### src/rtl/core/rsel_pkg.sv
`default_nettype none
package rsel_pkg;

    localparam int unsigned GF_W  = 16;
    localparam int unsigned CNT_W = 6;
    localparam int unsigned DEG_W = 6;

    typedef enum logic [0:0] {
        CFG_SYNDROME_COUNT = 1'b0,
        CFG_FIELD_POLY_LOW = 1'b1
    } cfg_index_t;

    localparam logic [CNT_W-1:0] SYNDROME_COUNT_RESET = CNT_W'(32);
    localparam logic [GF_W-1:0]  FIELD_POLY_RESET    = GF_W'(4107);

endpackage
`default_nettype wire

### src/rtl/core/rsel_ram.sv
`default_nettype none
module rsel_ram #(
    parameter int unsigned WIDTH = 16,
    parameter int unsigned DEPTH = 32
) (
    input  wire logic                     aclk,
    input  wire logic                     wr_en,
    input  wire logic [$clog2(DEPTH)-1:0] wr_addr,
    input  wire logic [WIDTH-1:0]         wr_data,
    input  wire logic [$clog2(DEPTH)-1:0] rd_addr,
    output logic      [WIDTH-1:0]         rd_data
);

    logic [WIDTH-1:0] mem [DEPTH];

    always_ff @(posedge aclk) begin
        if (wr_en) begin
            mem[wr_addr] <= wr_data;
        end
        rd_data <= mem[rd_addr];
    end

endmodule
`default_nettype wire

### src/rtl/core/rsel_gf_mul.sv
`default_nettype none
module rsel_gf_mul
    import rsel_pkg::*;
(
    input  wire logic [GF_W-1:0] op_a,
    input  wire logic [GF_W-1:0] op_b,
    input  wire logic [GF_W-1:0] poly,
    output logic      [GF_W-1:0] product
);

    // shift and add, reducing the multiplicand each step
    always_comb begin
        logic [GF_W-1:0] a;
        logic [GF_W-1:0] r;
        a = op_a;
        r = '0;
        for (int i = 0; i < GF_W; i++) begin
            if (op_b[i]) begin
                r = r ^ a;
            end
            a = a[GF_W-1] ? ({a[GF_W-2:0], 1'b0} ^ poly) : {a[GF_W-2:0], 1'b0};
        end
        product = r;
    end

endmodule
`default_nettype wire

### src/rtl/core/rs_error_locator_solver.sv
// per syndrome: the discrepancy sums min(L,k) products; if the discrepancy is nonzero,
// a field inverse by 29 squarings/products and then a locator update follow
// after the last syndrome of a codeword, top zero coefficients are trimmed and the rest
// emitted highest first, each held until m_ready; one GF(2^16) multiplier is shared;
// one syndrome at a time; s_ready is low while an item is processed or emitted
// reset: synchronous, active low; locator stores marked invalid by valid bits, no sweep
`default_nettype none
module rs_error_locator_solver
    import rsel_pkg::*;
#(
    parameter int unsigned MAX_SYNDROMES = 32
) (
    input  wire logic              aclk,
    input  wire logic              aresetn,
    input  wire logic              s_valid,
    output logic                   s_ready,
    input  wire logic [GF_W-1:0]   s_syndrome_value,
    output logic                   m_valid,
    input  wire logic              m_ready,
    output logic      [GF_W-1:0]   m_coefficient,
    output logic      [DEG_W-1:0]  m_locator_degree,
    output logic                   m_is_last,
    input  wire logic              cfg_wr_en,
    input  wire logic [0:0]        cfg_index,
    input  wire logic [GF_W-1:0]   cfg_data
);

    localparam int unsigned LOC = MAX_SYNDROMES + 1;
    localparam int unsigned SW  = $clog2(MAX_SYNDROMES);
    localparam int unsigned KW  = $clog2(LOC);

    typedef enum logic [14:0] {
        ST_IDLE = 15'b000000000000001,
        ST_DRD  = 15'b000000000000010,
        ST_DACC = 15'b000000000000100,
        ST_CHK  = 15'b000000000001000,
        ST_ISQ  = 15'b000000000010000,
        ST_IMX  = 15'b000000000100000,
        ST_SCL  = 15'b000000001000000,
        ST_URD  = 15'b000000010000000,
        ST_UWR  = 15'b000000100000000,
        ST_END  = 15'b000001000000000,
        ST_TRD  = 15'b000010000000000,
        ST_TCHK = 15'b000100000000000,
        ST_ERD  = 15'b001000000000000,
        ST_ELD  = 15'b010000000000000,
        ST_EWT  = 15'b100000000000000
    } state_t;

    state_t state_reg, state_next;

    logic [CNT_W-1:0] cnt_reg;
    logic [GF_W-1:0]  poly_reg;

    logic [SW-1:0]    step_reg, step_next;
    logic [DEG_W-1:0] deg_reg, deg_next;
    logic [KW-1:0]    lus1_reg, lus1_next;
    logic [GF_W-1:0]  bdisc_reg, bdisc_next;
    logic [GF_W-1:0]  delta_reg, delta_next;
    logic [GF_W-1:0]  acc_reg, acc_next;
    logic [GF_W-1:0]  scale_reg, scale_next;
    logic             lenchg_reg, lenchg_next;
    logic [SW-1:0]    i_reg, i_next;
    logic [3:0]       icnt_reg, icnt_next;
    logic [KW-1:0]    t_reg, t_next;
    logic [KW-1:0]    last_reg, last_next;
    logic             use_reg, use_next;
    logic             clear_run;

    logic             loc_valid_reg [LOC];
    logic             prev_valid_reg [LOC];
    logic             loc_hit_reg, loc_zero_reg, prev_hit_reg, prev_zero_reg;

    logic             m_valid_reg, m_valid_next;
    logic [GF_W-1:0]  coef_reg, coef_next;
    logic             is_last_reg, is_last_next;

    logic [SW-1:0]    syn_wr_addr, syn_rd_addr;
    logic [GF_W-1:0]  syn_rd_data;
    logic [KW-1:0]    loc_rd_addr, prev_rd_addr;
    logic [GF_W-1:0]  loc_rd_data, prev_rd_data, loc_val, prev_val, new_loc;
    logic             loc_wr_en, prev_wr_en;

    logic [GF_W-1:0]  mul_a, mul_b, mul_p;
    logic [KW-1:0]    n_eff, k_plus1, shift;
    logic [SW-1:0]    imax;
    logic             s_fire;

    assign s_fire = s_valid && s_ready;
    assign s_ready = (state_reg == ST_IDLE);

    always_comb begin
        if (cnt_reg == '0) begin
            n_eff = KW'(1);
        end else if (7'(cnt_reg) > 7'(MAX_SYNDROMES)) begin
            n_eff = KW'(MAX_SYNDROMES);
        end else begin
            n_eff = KW'(cnt_reg);
        end
    end

    assign k_plus1 = KW'(step_reg) + KW'(1);
    assign shift   = k_plus1 - lus1_reg;
    assign imax    = (7'(deg_reg) < 7'(step_reg)) ? SW'(deg_reg) : step_reg;

    assign loc_val  = loc_hit_reg ? loc_rd_data : GF_W'(loc_zero_reg);
    assign prev_val = prev_hit_reg ? prev_rd_data : GF_W'(prev_zero_reg);
    assign new_loc  = use_reg ? (loc_val ^ mul_p) : loc_val;

    always_comb begin
        unique case (state_reg)
            ST_DACC: begin mul_a = loc_val;   mul_b = syn_rd_data; end
            ST_ISQ:  begin mul_a = acc_reg;   mul_b = acc_reg;     end
            ST_IMX:  begin mul_a = acc_reg;   mul_b = bdisc_reg;   end
            ST_SCL:  begin mul_a = delta_reg; mul_b = acc_reg;     end
            default: begin mul_a = scale_reg; mul_b = prev_val;    end
        endcase
    end

    rsel_gf_mul u_mul (
        .op_a    (mul_a),
        .op_b    (mul_b),
        .poly    (poly_reg),
        .product (mul_p)
    );

    // syndrome write address and read addresses
    always_comb begin
        syn_wr_addr  = step_reg;
        syn_rd_addr  = step_reg - i_reg;
        loc_rd_addr  = t_reg;
        prev_rd_addr = t_reg - shift;
        if (state_reg == ST_DRD) begin
            loc_rd_addr = KW'(i_reg);
        end
    end

    assign loc_wr_en  = (state_reg == ST_UWR);
    assign prev_wr_en = (state_reg == ST_UWR) && lenchg_reg;

    rsel_ram #(.WIDTH(GF_W), .DEPTH(MAX_SYNDROMES)) u_syn_ram (
        .aclk    (aclk),
        .wr_en   (s_fire),
        .wr_addr (syn_wr_addr),
        .wr_data (s_syndrome_value),
        .rd_addr (syn_rd_addr),
        .rd_data (syn_rd_data)
    );

    rsel_ram #(.WIDTH(GF_W), .DEPTH(LOC)) u_loc_ram (
        .aclk    (aclk),
        .wr_en   (loc_wr_en),
        .wr_addr (t_reg),
        .wr_data (new_loc),
        .rd_addr (loc_rd_addr),
        .rd_data (loc_rd_data)
    );

    rsel_ram #(.WIDTH(GF_W), .DEPTH(LOC)) u_prev_ram (
        .aclk    (aclk),
        .wr_en   (prev_wr_en),
        .wr_addr (t_reg),
        .wr_data (loc_val),
        .rd_addr (prev_rd_addr),
        .rd_data (prev_rd_data)
    );

    always_comb begin
        state_next   = state_reg;
        step_next    = step_reg;
        deg_next     = deg_reg;
        lus1_next    = lus1_reg;
        bdisc_next   = bdisc_reg;
        delta_next   = delta_reg;
        acc_next     = acc_reg;
        scale_next   = scale_reg;
        lenchg_next  = lenchg_reg;
        i_next       = i_reg;
        icnt_next    = icnt_reg;
        t_next       = t_reg;
        last_next    = last_reg;
        use_next     = use_reg;
        m_valid_next = m_valid_reg;
        coef_next    = coef_reg;
        is_last_next = is_last_reg;
        clear_run    = 1'b0;
        unique case (state_reg)
            ST_IDLE: begin
                if (s_fire) begin
                    delta_next = s_syndrome_value;
                    i_next     = SW'(1);
                    state_next = (imax == '0) ? ST_CHK : ST_DRD;
                end
            end
            ST_DRD: begin
                state_next = ST_DACC;
            end
            ST_DACC: begin
                delta_next = delta_reg ^ mul_p;
                if (i_reg == imax) begin
                    state_next = ST_CHK;
                end else begin
                    i_next     = i_reg + SW'(1);
                    state_next = ST_DRD;
                end
            end
            ST_CHK: begin
                acc_next   = bdisc_reg;
                icnt_next  = '0;
                state_next = (delta_reg == '0) ? ST_END : ST_ISQ;
            end
            ST_ISQ: begin
                acc_next   = mul_p;
                state_next = (icnt_reg == 4'd14) ? ST_SCL : ST_IMX;
            end
            ST_IMX: begin
                acc_next   = mul_p;
                icnt_next  = icnt_reg + 4'd1;
                state_next = ST_ISQ;
            end
            ST_SCL: begin
                scale_next  = mul_p;
                t_next      = KW'(LOC - 1);
                lenchg_next = ({2'b00, deg_reg, 1'b0} <= 9'(step_reg));
                state_next  = ST_URD;
            end
            ST_URD: begin
                use_next   = (t_reg >= shift) && (t_reg <= n_eff);
                state_next = ST_UWR;
            end
            ST_UWR: begin
                if (t_reg == '0) begin
                    if (lenchg_reg) begin
                        deg_next   = DEG_W'(7'(k_plus1) - 7'(deg_reg));
                        bdisc_next = delta_reg;
                        lus1_next  = k_plus1;
                    end
                    state_next = ST_END;
                end else begin
                    t_next     = t_reg - KW'(1);
                    state_next = ST_URD;
                end
            end
            ST_END: begin
                if (k_plus1 < n_eff) begin
                    step_next  = SW'(k_plus1);
                    state_next = ST_IDLE;
                end else begin
                    t_next     = n_eff;
                    state_next = ST_TRD;
                end
            end
            ST_TRD: begin
                state_next = ST_TCHK;
            end
            ST_TCHK: begin
                if ((t_reg != '0) && (loc_val == '0)) begin
                    t_next     = t_reg - KW'(1);
                    state_next = ST_TRD;
                end else begin
                    last_next  = t_reg;
                    state_next = ST_ERD;
                end
            end
            ST_ERD: begin
                state_next = ST_ELD;
            end
            ST_ELD: begin
                coef_next    = loc_val;
                is_last_next = (t_reg == '0);
                m_valid_next = 1'b1;
                state_next   = ST_EWT;
            end
            ST_EWT: begin
                if (m_ready) begin
                    m_valid_next = 1'b0;
                    if (t_reg == '0) begin
                        clear_run  = 1'b1;
                        step_next  = '0;
                        deg_next   = '0;
                        lus1_next  = '0;
                        bdisc_next = GF_W'(1);
                        state_next = ST_IDLE;
                    end else begin
                        t_next     = t_reg - KW'(1);
                        state_next = ST_ERD;
                    end
                end
            end
            default: begin
                state_next = ST_IDLE;
            end
        endcase
    end

    always_ff @(posedge aclk) begin
        if (!aresetn) begin
            state_reg   <= ST_IDLE;
            cnt_reg     <= SYNDROME_COUNT_RESET;
            poly_reg    <= FIELD_POLY_RESET;
            step_reg    <= '0;
            deg_reg     <= '0;
            lus1_reg    <= '0;
            bdisc_reg   <= GF_W'(1);
            m_valid_reg <= 1'b0;
            for (int j = 0; j < LOC; j++) begin
                loc_valid_reg[j]  <= 1'b0;
                prev_valid_reg[j] <= 1'b0;
            end
        end else begin
            state_reg   <= state_next;
            step_reg    <= step_next;
            deg_reg     <= deg_next;
            lus1_reg    <= lus1_next;
            bdisc_reg   <= bdisc_next;
            m_valid_reg <= m_valid_next;
            if (cfg_wr_en) begin
                unique case (cfg_index_t'(cfg_index))
                    CFG_SYNDROME_COUNT: cnt_reg  <= cfg_data[CNT_W-1:0];
                    CFG_FIELD_POLY_LOW: poly_reg <= cfg_data;
                    default: ;
                endcase
            end
            if (clear_run) begin
                for (int j = 0; j < LOC; j++) begin
                    loc_valid_reg[j]  <= 1'b0;
                    prev_valid_reg[j] <= 1'b0;
                end
            end else begin
                if (loc_wr_en) begin
                    loc_valid_reg[t_reg] <= 1'b1;
                end
                if (prev_wr_en) begin
                    prev_valid_reg[t_reg] <= 1'b1;
                end
            end
        end
    end

    always_ff @(posedge aclk) begin
        delta_reg     <= delta_next;
        acc_reg       <= acc_next;
        scale_reg     <= scale_next;
        lenchg_reg    <= lenchg_next;
        i_reg         <= i_next;
        icnt_reg      <= icnt_next;
        t_reg         <= t_next;
        last_reg      <= last_next;
        use_reg       <= use_next;
        coef_reg      <= coef_next;
        is_last_reg   <= is_last_next;
        loc_hit_reg   <= loc_valid_reg[loc_rd_addr];
        loc_zero_reg  <= (loc_rd_addr == '0);
        prev_hit_reg  <= prev_valid_reg[prev_rd_addr];
        prev_zero_reg <= (prev_rd_addr == '0);
    end

    assign m_valid          = m_valid_reg;
    assign m_coefficient    = coef_reg;
    assign m_locator_degree = DEG_W'(last_reg);
    assign m_is_last        = is_last_reg;

    a_ready_excl: assert property (@(posedge aclk) disable iff (!aresetn)
        s_ready |-> !m_valid)
        else $error("input ready while a result is pending");

    a_step_range: assert property (@(posedge aclk) disable iff (!aresetn)
        32'(step_reg) < MAX_SYNDROMES)
        else $error("step index out of range");

    a_last_ends: assert property (@(posedge aclk) disable iff (!aresetn)
        (m_valid && m_ready && m_is_last) |=> s_ready)
        else $error("run did not end after last coefficient");

    a_deg_bound: assert property (@(posedge aclk) disable iff (!aresetn)
        32'(deg_reg) <= MAX_SYNDROMES)
        else $error("locator degree out of range");

endmodule
`default_nettype wire
### config.mk
export PLATFORM = sky130hd
export DESIGN_NAME = rs_error_locator_solver
export DESIGN_NICKNAME = d
export VERILOG_FILES = /design/src/rtl/core/rsel_pkg.sv /design/src/rtl/core/rsel_ram.sv /design/src/rtl/core/rsel_gf_mul.sv /design/src/rtl/core/rs_error_locator_solver.sv
export SDC_FILE = /design/constraint.sdc
export NUM_CORES = 2
export LEC_CHECK = 0
export ABC_AREA = 1
export BUFFER_PORTS_ARGS = -buffer_cell sky130_fd_sc_hd__buf_2
export CAP_MARGIN = 20
export CORE_AREA = 2 2 439 441
export CTS_CLUSTER_SIZE = 40
export DETAILED_ROUTE_END_ITERATION = 10
export DIE_AREA = 0 0 441 443
export PLACE_DENSITY = 0.59
export RECOVER_POWER = 25
export SETUP_SLACK_MARGIN = 0.5
export SYNTH_ARGS = -nofsm -noshare
export SYNTH_HDL_FRONTEND = slang
export SYNTH_SLANG_ARGS = --single-unit
### constraint.sdc
create_clock -name aclk -period 20.2 [get_ports aclk]
set_input_delay 2.02 -clock aclk [delete_from_list [all_inputs] [get_ports aclk]]
set_output_delay 2.02 -clock aclk [all_outputs]
set_load 0.1 [all_outputs]
Word level (Yosys, flattened, before mapping)

Memories as Yosys holds them, arrays and structs flattened. A register that Yosys moved wholly into a read port is not among the register bits.
Cells that the tools add are included.

$add $sub $neg: 8
Multipliers: 0
Divide/modulo/power cells: 0
$lt $le $gt $ge: 6
Equal/unequal tests: 26
Shift-type cells: 0
Multiplexer cells: 173
Bitwise operators: 100
Reduce and logical (&&, ||, !) cells: 33

Operators with widths:

| operator               | count |
|---|---|
| $mux W16               | 39 |
| $xor A16 B16 Y16       | 32 |
| $pmux W15 S15          | 1 |
| $pmux W16 S2           | 3 |
| $pmux W16 S3           | 2 |
| $mux W1                | 90 |
| $mux W6                | 15 |
| $or A1 B1 Y1           | 66 |
| $logic_not A16 Y1      | 2 |
| $mux W15               | 2 |
| $mux W5                | 6 |
| $pmux W6 S5            | 1 |
| $mux W13               | 2 |
| $logic_not A6 Y1       | 4 |
| $pmux W6 S2            | 2 |
| $mux W10               | 2 |
| $pmux W5 S2            | 2 |
| $sub A6 B6 Y6          | 3 |
| $eq A15 B1 Y1 const B  | 1 |
| $eq A15 B10 Y1 const B | 1 |
| $eq A15 B11 Y1 const B | 1 |
| $eq A15 B12 Y1 const B | 1 |
| $eq A15 B13 Y1 const B | 1 |
| $eq A15 B14 Y1 const B | 1 |
| other kinds (41)       | 66 |

Register bits after elaboration: 161
Latch bits: 0
Bits in writable memories: 1634
Memory bits (read-only): 0
Input port bits: 38
Output and inout port bits: 25
Memories: 5

Memory list:

| memory         | words | width | rd ports | clocked after Yosys merged registers in | write ports | RTL line                      | RTL |
|---|---|---|---|---|---|---|---|
| u_loc_ram.mem  | 33    | 16    | 1        | 1                                       | 1           | rsel_ram.sv:14                | `logic [WIDTH-1:0] mem [DEPTH];` |
| u_prev_ram.mem | 33    | 16    | 1        | 1                                       | 1           | rsel_ram.sv:14                |  |
| u_syn_ram.mem  | 32    | 16    | 1        | 1                                       | 1           | rsel_ram.sv:14                |  |
| loc_valid_reg  | 33    | 1     | 1        | 1                                       | 33          | rs_error_locator_solver.sv:70 | `logic loc_valid_reg [LOC];` |
| prev_valid_reg | 33    | 1     | 1        | 1                                       | 33          | rs_error_locator_solver.sv:71 | `logic prev_valid_reg [LOC];` |

Longest topological paths before layout

Depth after elaboration: 37
Mapped depth: 65

By module

From an unflattened synthesis, not the netlist that was laid out.

Cells, all modules: 8943
Area total of the unflattened synthesis: 88533.7 um2

Modules (own cells, without submodules):

| module                   | times used | cells each | area each (um2) |
|---|---|---|---|
| rsel_ram (u_loc_ram ...) | 2          | 1819       | 21897.3 |
| rsel_ram (u_syn_ram)     | 1          | 1794       | 21301.7 |
| rs_error_locator_solver  | 1          | 1888       | 14761.7 |
| rsel_gf_mul              | 1          | 1623       | 8675.8 |

Worst setup path before layout

OpenSTA, ideal clock, no wires.

Kind: register to register
Start: register loc_hit_reg (read register of loc_valid_reg)
End: memory u_loc_ram.mem[0][1] (data pin)
Data arrival time: 6.233 ns
Slack: 13.591 ns
Cell stages (with the launch flop): 52
Path buffers: 5
Clock period less this slack: 6.609 ns
Path through: dfxtp_1 -> clkbuf_1 -> nand2_1 -> inv_1 -> nand3_1 -> nand2_1 -> a21oi_1 -> o21ai_1 -> nand2_2 -> nand2_4 -> nand3_1 -> nand2_1 -> buf_6 -> nor2_2 -> nand2_2 -> nand3_1 -> nand2_1 -> inv_2 -> [16 not listed] -> nand2_1 -> nand2_1 -> inv_2 -> nor2_2 -> nand3_4 -> nand2_4 -> inv_2 -> nand3_2 -> nand2_4 -> buf_6 -> buf_12 -> nand2_2 -> nand3_2 -> xor2_1 -> nand2_1 -> nand2_1 -> nand2_1 -> xor2_1

Elaborated cells between the ends (all ways): 65
Classes of those cells: 34 x mux; 31 x bitwise

RTL lines:

| what                                       | RTL line                             | RTL |
|---|---|---|
| from (decl)                                | rs_error_locator_solver.sv:72        | `logic loc_hit_reg, loc_zero_reg, prev_hit_reg, prev_zero_reg;` |
| $mux W16 *                                 | rs_error_locator_solver.sv:106       | `assign loc_val = loc_hit_reg ? loc_rd_data : GF_W'(loc_zero_reg);` |
| net loc_val[14]                            | rs_error_locator_solver.sv:81        | `logic [GF_W-1:0] loc_rd_data, prev_rd_data, loc_val, prev_val, new_loc;` |
| $pmux W16 S3 *                             | rs_error_locator_solver.sv:111       | `unique case (state_reg)` |
| $xor A16 B16 Y16                           | rsel_gf_mul.sv:21                    | `a = a[GF_W-1] ? ({a[GF_W-2:0], 1'b0} ^ poly) : {a[GF_W-2:0], 1'b0};` |
| $mux W16 * (2 in a row)                    | rsel_gf_mul.sv:21                    |  |
| $xor A16 B16 Y16, on equally long branches | rsel_gf_mul.sv:19, rsel_gf_mul.sv:21 |  |
| $mux W16, on equally long branches         | rsel_gf_mul.sv:18, rsel_gf_mul.sv:21 |  |
| $xor A16 B16 Y16                           | rsel_gf_mul.sv:19                    | `r = r ^ a;` |
| [21 not listed]                            | n/a                                  |  |
| $xor A16 B16 Y16                           | rsel_gf_mul.sv:19                    |  |
| $mux W16                                   | rsel_gf_mul.sv:18                    | `if (op_b[i]) begin` |
| $xor A16 B16 Y16                           | rsel_gf_mul.sv:19                    |  |
| $mux W16 *                                 | rsel_gf_mul.sv:18                    |  |
| net mul_p[1]                               | rs_error_locator_solver.sv:84        | `logic [GF_W-1:0] mul_a, mul_b, mul_p;` |
| $xor A16 B16 Y16 *                         | rs_error_locator_solver.sv:108       | `assign new_loc = use_reg ? (loc_val ^ mul_p) : loc_val;` |
| $mux W16 *                                 | rs_error_locator_solver.sv:108       |  |
| net new_loc[1]                             | rs_error_locator_solver.sv:81        |  |
| to (decl)                                  | rsel_ram.sv:14                       |  |

Mark *: on every way through the listed nets, which the timed path passes. The rest lies on a longest branch.

Worst setup path after layout

Start: register state_reg[10]
End: memory u_loc_ram.mem[31][1] (data pin)

Cells in the longest elaborated chain, start to end: 37
Elaborated cells between the ends (all ways): 71
Classes of those cells: 4 x eq/ne; 34 x mux; 31 x bitwise; 2 x reduce/logical

Ends and longest elaborated chain:

| what                                           | RTL line                       | RTL |
|---|---|---|
| from (decl)                                    | rs_error_locator_solver.sv:50  | `state_t state_reg, state_next;` |
| from (signal assigned)                         | rs_error_locator_solver.sv:311 | `state_reg <= state_next;` |
| $eq A15 B6 Y1 or $eq A15 B5 Y1 (tied branches) | rs_error_locator_solver.sv:111 |  |
| $reduce_or A2 Y1 (no source line)              | n/a                            |  |
| $pmux W16 S3                                   | rs_error_locator_solver.sv:111 |  |
| $xor A16 B16 Y16                               | rsel_gf_mul.sv:21              |  |
| $mux W16                                       | rsel_gf_mul.sv:21              |  |
| $xor A16 B16 Y16                               | rsel_gf_mul.sv:19              |  |
| $mux W16                                       | rsel_gf_mul.sv:18              |  |
| $xor A16 B16 Y16                               | rsel_gf_mul.sv:19              |  |
| [23 not listed]                                | n/a                            |  |
| $xor A16 B16 Y16                               | rsel_gf_mul.sv:19              |  |
| $mux W16                                       | rsel_gf_mul.sv:18              |  |
| $xor A16 B16 Y16                               | rsel_gf_mul.sv:19              |  |
| $mux W16 *                                     | rsel_gf_mul.sv:18              |  |
| net mul_p[1]                                   | rs_error_locator_solver.sv:84  |  |
| $xor A16 B16 Y16 *                             | rs_error_locator_solver.sv:108 |  |
| $mux W16 *                                     | rs_error_locator_solver.sv:108 |  |
| net new_loc[1]                                 | rs_error_locator_solver.sv:81  |  |

Marks and branches as above.

==> results.md <==
- Grouping stages by cell kind, the critical path spends the most delay in simple AND/OR/NAND/NOR gates.
- The count of buffers from port buffering is 62.
- Dividing the detail-routed wire length by the instance count gives about 24 um.
- The detail route stage leaves a number of antenna-violating nets equal to 0.
- The fraction of final layout cells with drive strength greater than 1 is 8.83%.
- The number of cells upsized or downsized after cts is 0.
- Among all stages on the critical path, the largest delay is contributed by sky130_fd_sc_hd__nor2_1.
- Once placement completed, the tool counted placed cells totaling 10383.
- For the worst-skew pair, the clock arrives at the later sink with an insertion delay of 0.87 ns.
- The depth of the worst hold-timing path is 2.
- In this run the deepest clock path goes through 3 buffers.
- The initial cell density of the core is 44.7%.
- The cell with the most instances on the worst path is sky130_fd_sc_hd__nand2_1.
- The final layout contains routed wiring with a total length of between 200 and 300 mm.
- The global-route wire length before repair is 381 mm.
- In this run the biggest area consumer among cell types represents 58.2% of the synthesized area.
- The peak per-stage delay on the critical path is approximately 0.90 ns.
- The H-tree was split into 4 levels.
- The worst setup path is launched from a flop.
- The share of the core filled with cells in the final layout is 49.8%.
- The synthesized flop and latch total is 1907.
- The number of cells on the worst reg-to-reg path is 51.
- Setup violations remaining at the end of the flow were counted as 0.
- The via count of the first global-routing pass is ~58000.
- The worst path needs 12.37 ns of the cycle, external delays included.
- The total die area is 195000 um2.
- TritonCTS built the clock tree.
- The number of max-cap violations is 30.
- The post-layout net count is about 8200.
- The flow ran to the end, but the final reports show violations.
- The number of vias per cell after detailed routing is 5.72.
- Among all cell types in the netlist, the one instantiated most often is sky130_fd_sc_hd__edfxtp_1.
- Pin placement for this block handled 63 I/O pins.
- The quantity of hold-fixing buffers added after cts is 0.
- The kind of capture point of the worst setup path is a flop.
- Buffers inserted during clock tree synthesis total 196.
- The path class of the lowest-slack min-delay path is flop to flop.
- The number of warning messages in the yosys log is 0.
- The net count after synthesis is between 8000 and 9000.
- On the final layout, the worst clock skew is a little over 0.06 ns.
- After synthesis the cells add up to 85500 um2.
- The total count of max-transition violations in the final report was 1054.
- The area growth from synthesis to layout is 11.4%.
- The part of the cycle the worst path needs is 61.2%.
- The area inside the core boundary is 191000 um2.
- The synthesized design contains 1656 enable-type register cells.
- Summing the areas of all compound-gate instances in the mapped netlist gives between 10% and 20% of the synthesized area.
- The number of placement rows is 161.
- The share of synthesized cell area in and, or, nand and nor gates is 15.4%.
- The most used flip-flop cell after synthesis is sky130_fd_sc_hd__edfxtp_1.
- The combinational family with the most area after synthesis is simple AND/OR/NAND/NOR gates.
- Summed over all instances, the cell type with the most area after synthesis is sky130_fd_sc_hd__edfxtp_1.
- The number of DRC markers after the initial detailed-route iteration is 6908.
- The via count of the routed design is approximately 60000.
- Setup total negative slack on the finished layout was measured at 0 ns.
- The total number of cells along the worst setup path is 51.
- The floorplan die height is 443 um.
- The transition time at the pin with the least slew margin is 2.64 ns.
- Setup repair after global routing left no endpoint under its margin.
- The share of the Yosys chip area taken by registers is 64.1%.
- In the final layout, the registers with the most flip-flops are u_loc_ram.mem x528, u_prev_ram.mem x528, u_syn_ram.mem x512.
- The count of buffer and inverter cells on the critical path is 5.
- The xor and xnor fraction of the mapped netlist area is 3.65%.
- After clock tree synthesis, the clock-pin slew on the worst setup and hold paths is approximately 0.060 ns.
- The initial antenna violation count is 8.
- The final reports fail on max-capacitance violations, max-slew violations.
- The total half-perimeter wirelength after legalization and detailed placement is 154 mm.
- The total power density per cell area is 98.2 nW/um2.
- The synthesized netlist cell count is 8088.
- Data on the critical path arrives at its endpoint at approximately 13 ns.
- The mean cell area of the mapped netlist is 10.6 um2.
- Of the total synthesized cell area, the portion taken by full adders, half adders and majority gates is less than 1%.
- For the worst setup path, the data required time is just over 20 ns.
- The clock root buffer master is sky130_fd_sc_hd__clkbuf_16.
- The unique cell type count in the Yosys netlist is 65.
- The clock sink total is ~1900.
- The post-detailed-route DRC marker count is 0.
- Measured against its own limit, the worst slew margin works out to -75.7%.
- In this run the post-CTS setup repair buffer count came out at 0.
- Derived from the worst setup path, the maximum achievable clock frequency is 80.9 MHz.
- The largest net degree at the start of global routing is 217.
- The length of the first detailed-routing pass in iterations is 6.
- The multiplexer fraction of the synthesized cell area is 0.749%.
- Routability-driven placement finished with a final weighted congestion of 0.935.
- The largest vdd supply drop is around 94 uV.
- By area the synthesized netlist is led by sky130_fd_sc_hd__edfxtp_1, sky130_fd_sc_hd__dfxtp_1, sky130_fd_sc_hd__nor2_1.
- The commonest cells after synthesis are sky130_fd_sc_hd__edfxtp_1, sky130_fd_sc_hd__nor2_1, sky130_fd_sc_hd__nand2_1.
- The setup path with the least slack is of type flop to flop.
- Measured along the x axis, the die boundary spans 441 um.
- The aggregate global-route resource usage is 25.9%.
- Summed over all layers, the global routing overflow is 0.
- The worst-case hold slack is ~0.43 ns.
- The async set-or-reset flop fraction in the synthesized netlist is 0%.
- Once layout is complete, the cells apart from fillers number 10760.
- The leakage power figure is 32.4 nW.
- The number of hold-slack violations in the final timing report was 0.
- Of all nets on the critical path, the largest fanout is 33.
==> cells by family after synthesis <==
group | after synthesis
buf+inv | 876
fa+ha+maj | 52
flops | 1907
simple gates | 3188
compound gates | 1652
xor+xnor | 349
mux | 64
==> cell usage in the layout (no fill, tap or decap), types with 177 or more instances in the layout <==
| cell type | count |
|---|---|
| sky130_fd_sc_hd__clkbuf_16 | 199 |
| sky130_fd_sc_hd__dfxtp_1 | 251 |
| sky130_fd_sc_hd__edfxtp_1 | 1656 |
| sky130_fd_sc_hd__inv_1 | 345 |
| sky130_fd_sc_hd__nand2_1 | 1261 |
| sky130_fd_sc_hd__nand3_1 | 391 |
| sky130_fd_sc_hd__nor2_1 | 1297 |
| sky130_fd_sc_hd__o21ai_0 | 868 |
| sky130_fd_sc_hd__o22ai_1 | 272 |
| sky130_fd_sc_hd__xor2_1 | 177 |
==> layout make-up <==
| cell class | count | area, um2 |
|---|---|---|
| Antenna cell | 3 | 7.51 |
| Multi-Input combinational cell | 5305 | 27700 |
| Fill cell | 17150 | 95900 |
| Sequential cell | 1907 | 54800 |
| Inverter | 396 | 1510 |
| Clock inverter | 96 | 866 |
| Tap cell | 2526 | 3160 |
| Clock buffer | 269 | 5400 |
| Timing Repair Buffer | 258 | 1880 |
==> routing by layer <==
layer  vias to the layer above  global-route usage (%)  share of wire, %
met2                      2484                    40.7                46
met1                     30327                    37.4                44
li1                      28389                       -                 -
met4                         0                    7.49               2.8
met3                       388                    3.73               7.5
met5                         -                       0                 0
==> power by group <==
| part | internal [mW] | switching, mW |
|---|---|---|
| Combinational | 0.380 | 1.06 |
| Clock | 1.97 | 1.55 |
| Sequential | 4.33 | 0.0644 |
==> through the flow <==
step	setup WS (ns)	area (um2)	total power [mW]
4_1_cts	9.06	95200	9.39
3_5_place_dp	9.07	88900	5.89
3_3_place_gp	9.53	88800	5.88
5_1_grt	6.81	95200	9.68
2_1_floorplan	13.59	85500	5.42
6_report	7.83	95200	9.36
==> final timing paths <==
check,slack (ns),startpoint,endpoint
setup / recovery,7.83,state_reg[10],u_loc_ram.mem[31][1]
hold / removal,0.43,prev_valid_reg[50],prev_valid_reg[50]
setup reg to reg,7.83,state_reg[10],u_loc_ram.mem[31][1]
hold reg to reg,0.43,prev_valid_reg[50],prev_valid_reg[50]
==> worst min-delay path, cell delays in order (launching register included) <==
cell	delay [ns]
sky130_fd_sc_hd__dfxtp_1	0.30
sky130_fd_sc_hd__inv_1	0.04
sky130_fd_sc_hd__o21ai_0	0.05
Note: power is estimated with default switching activity, not from simulation.
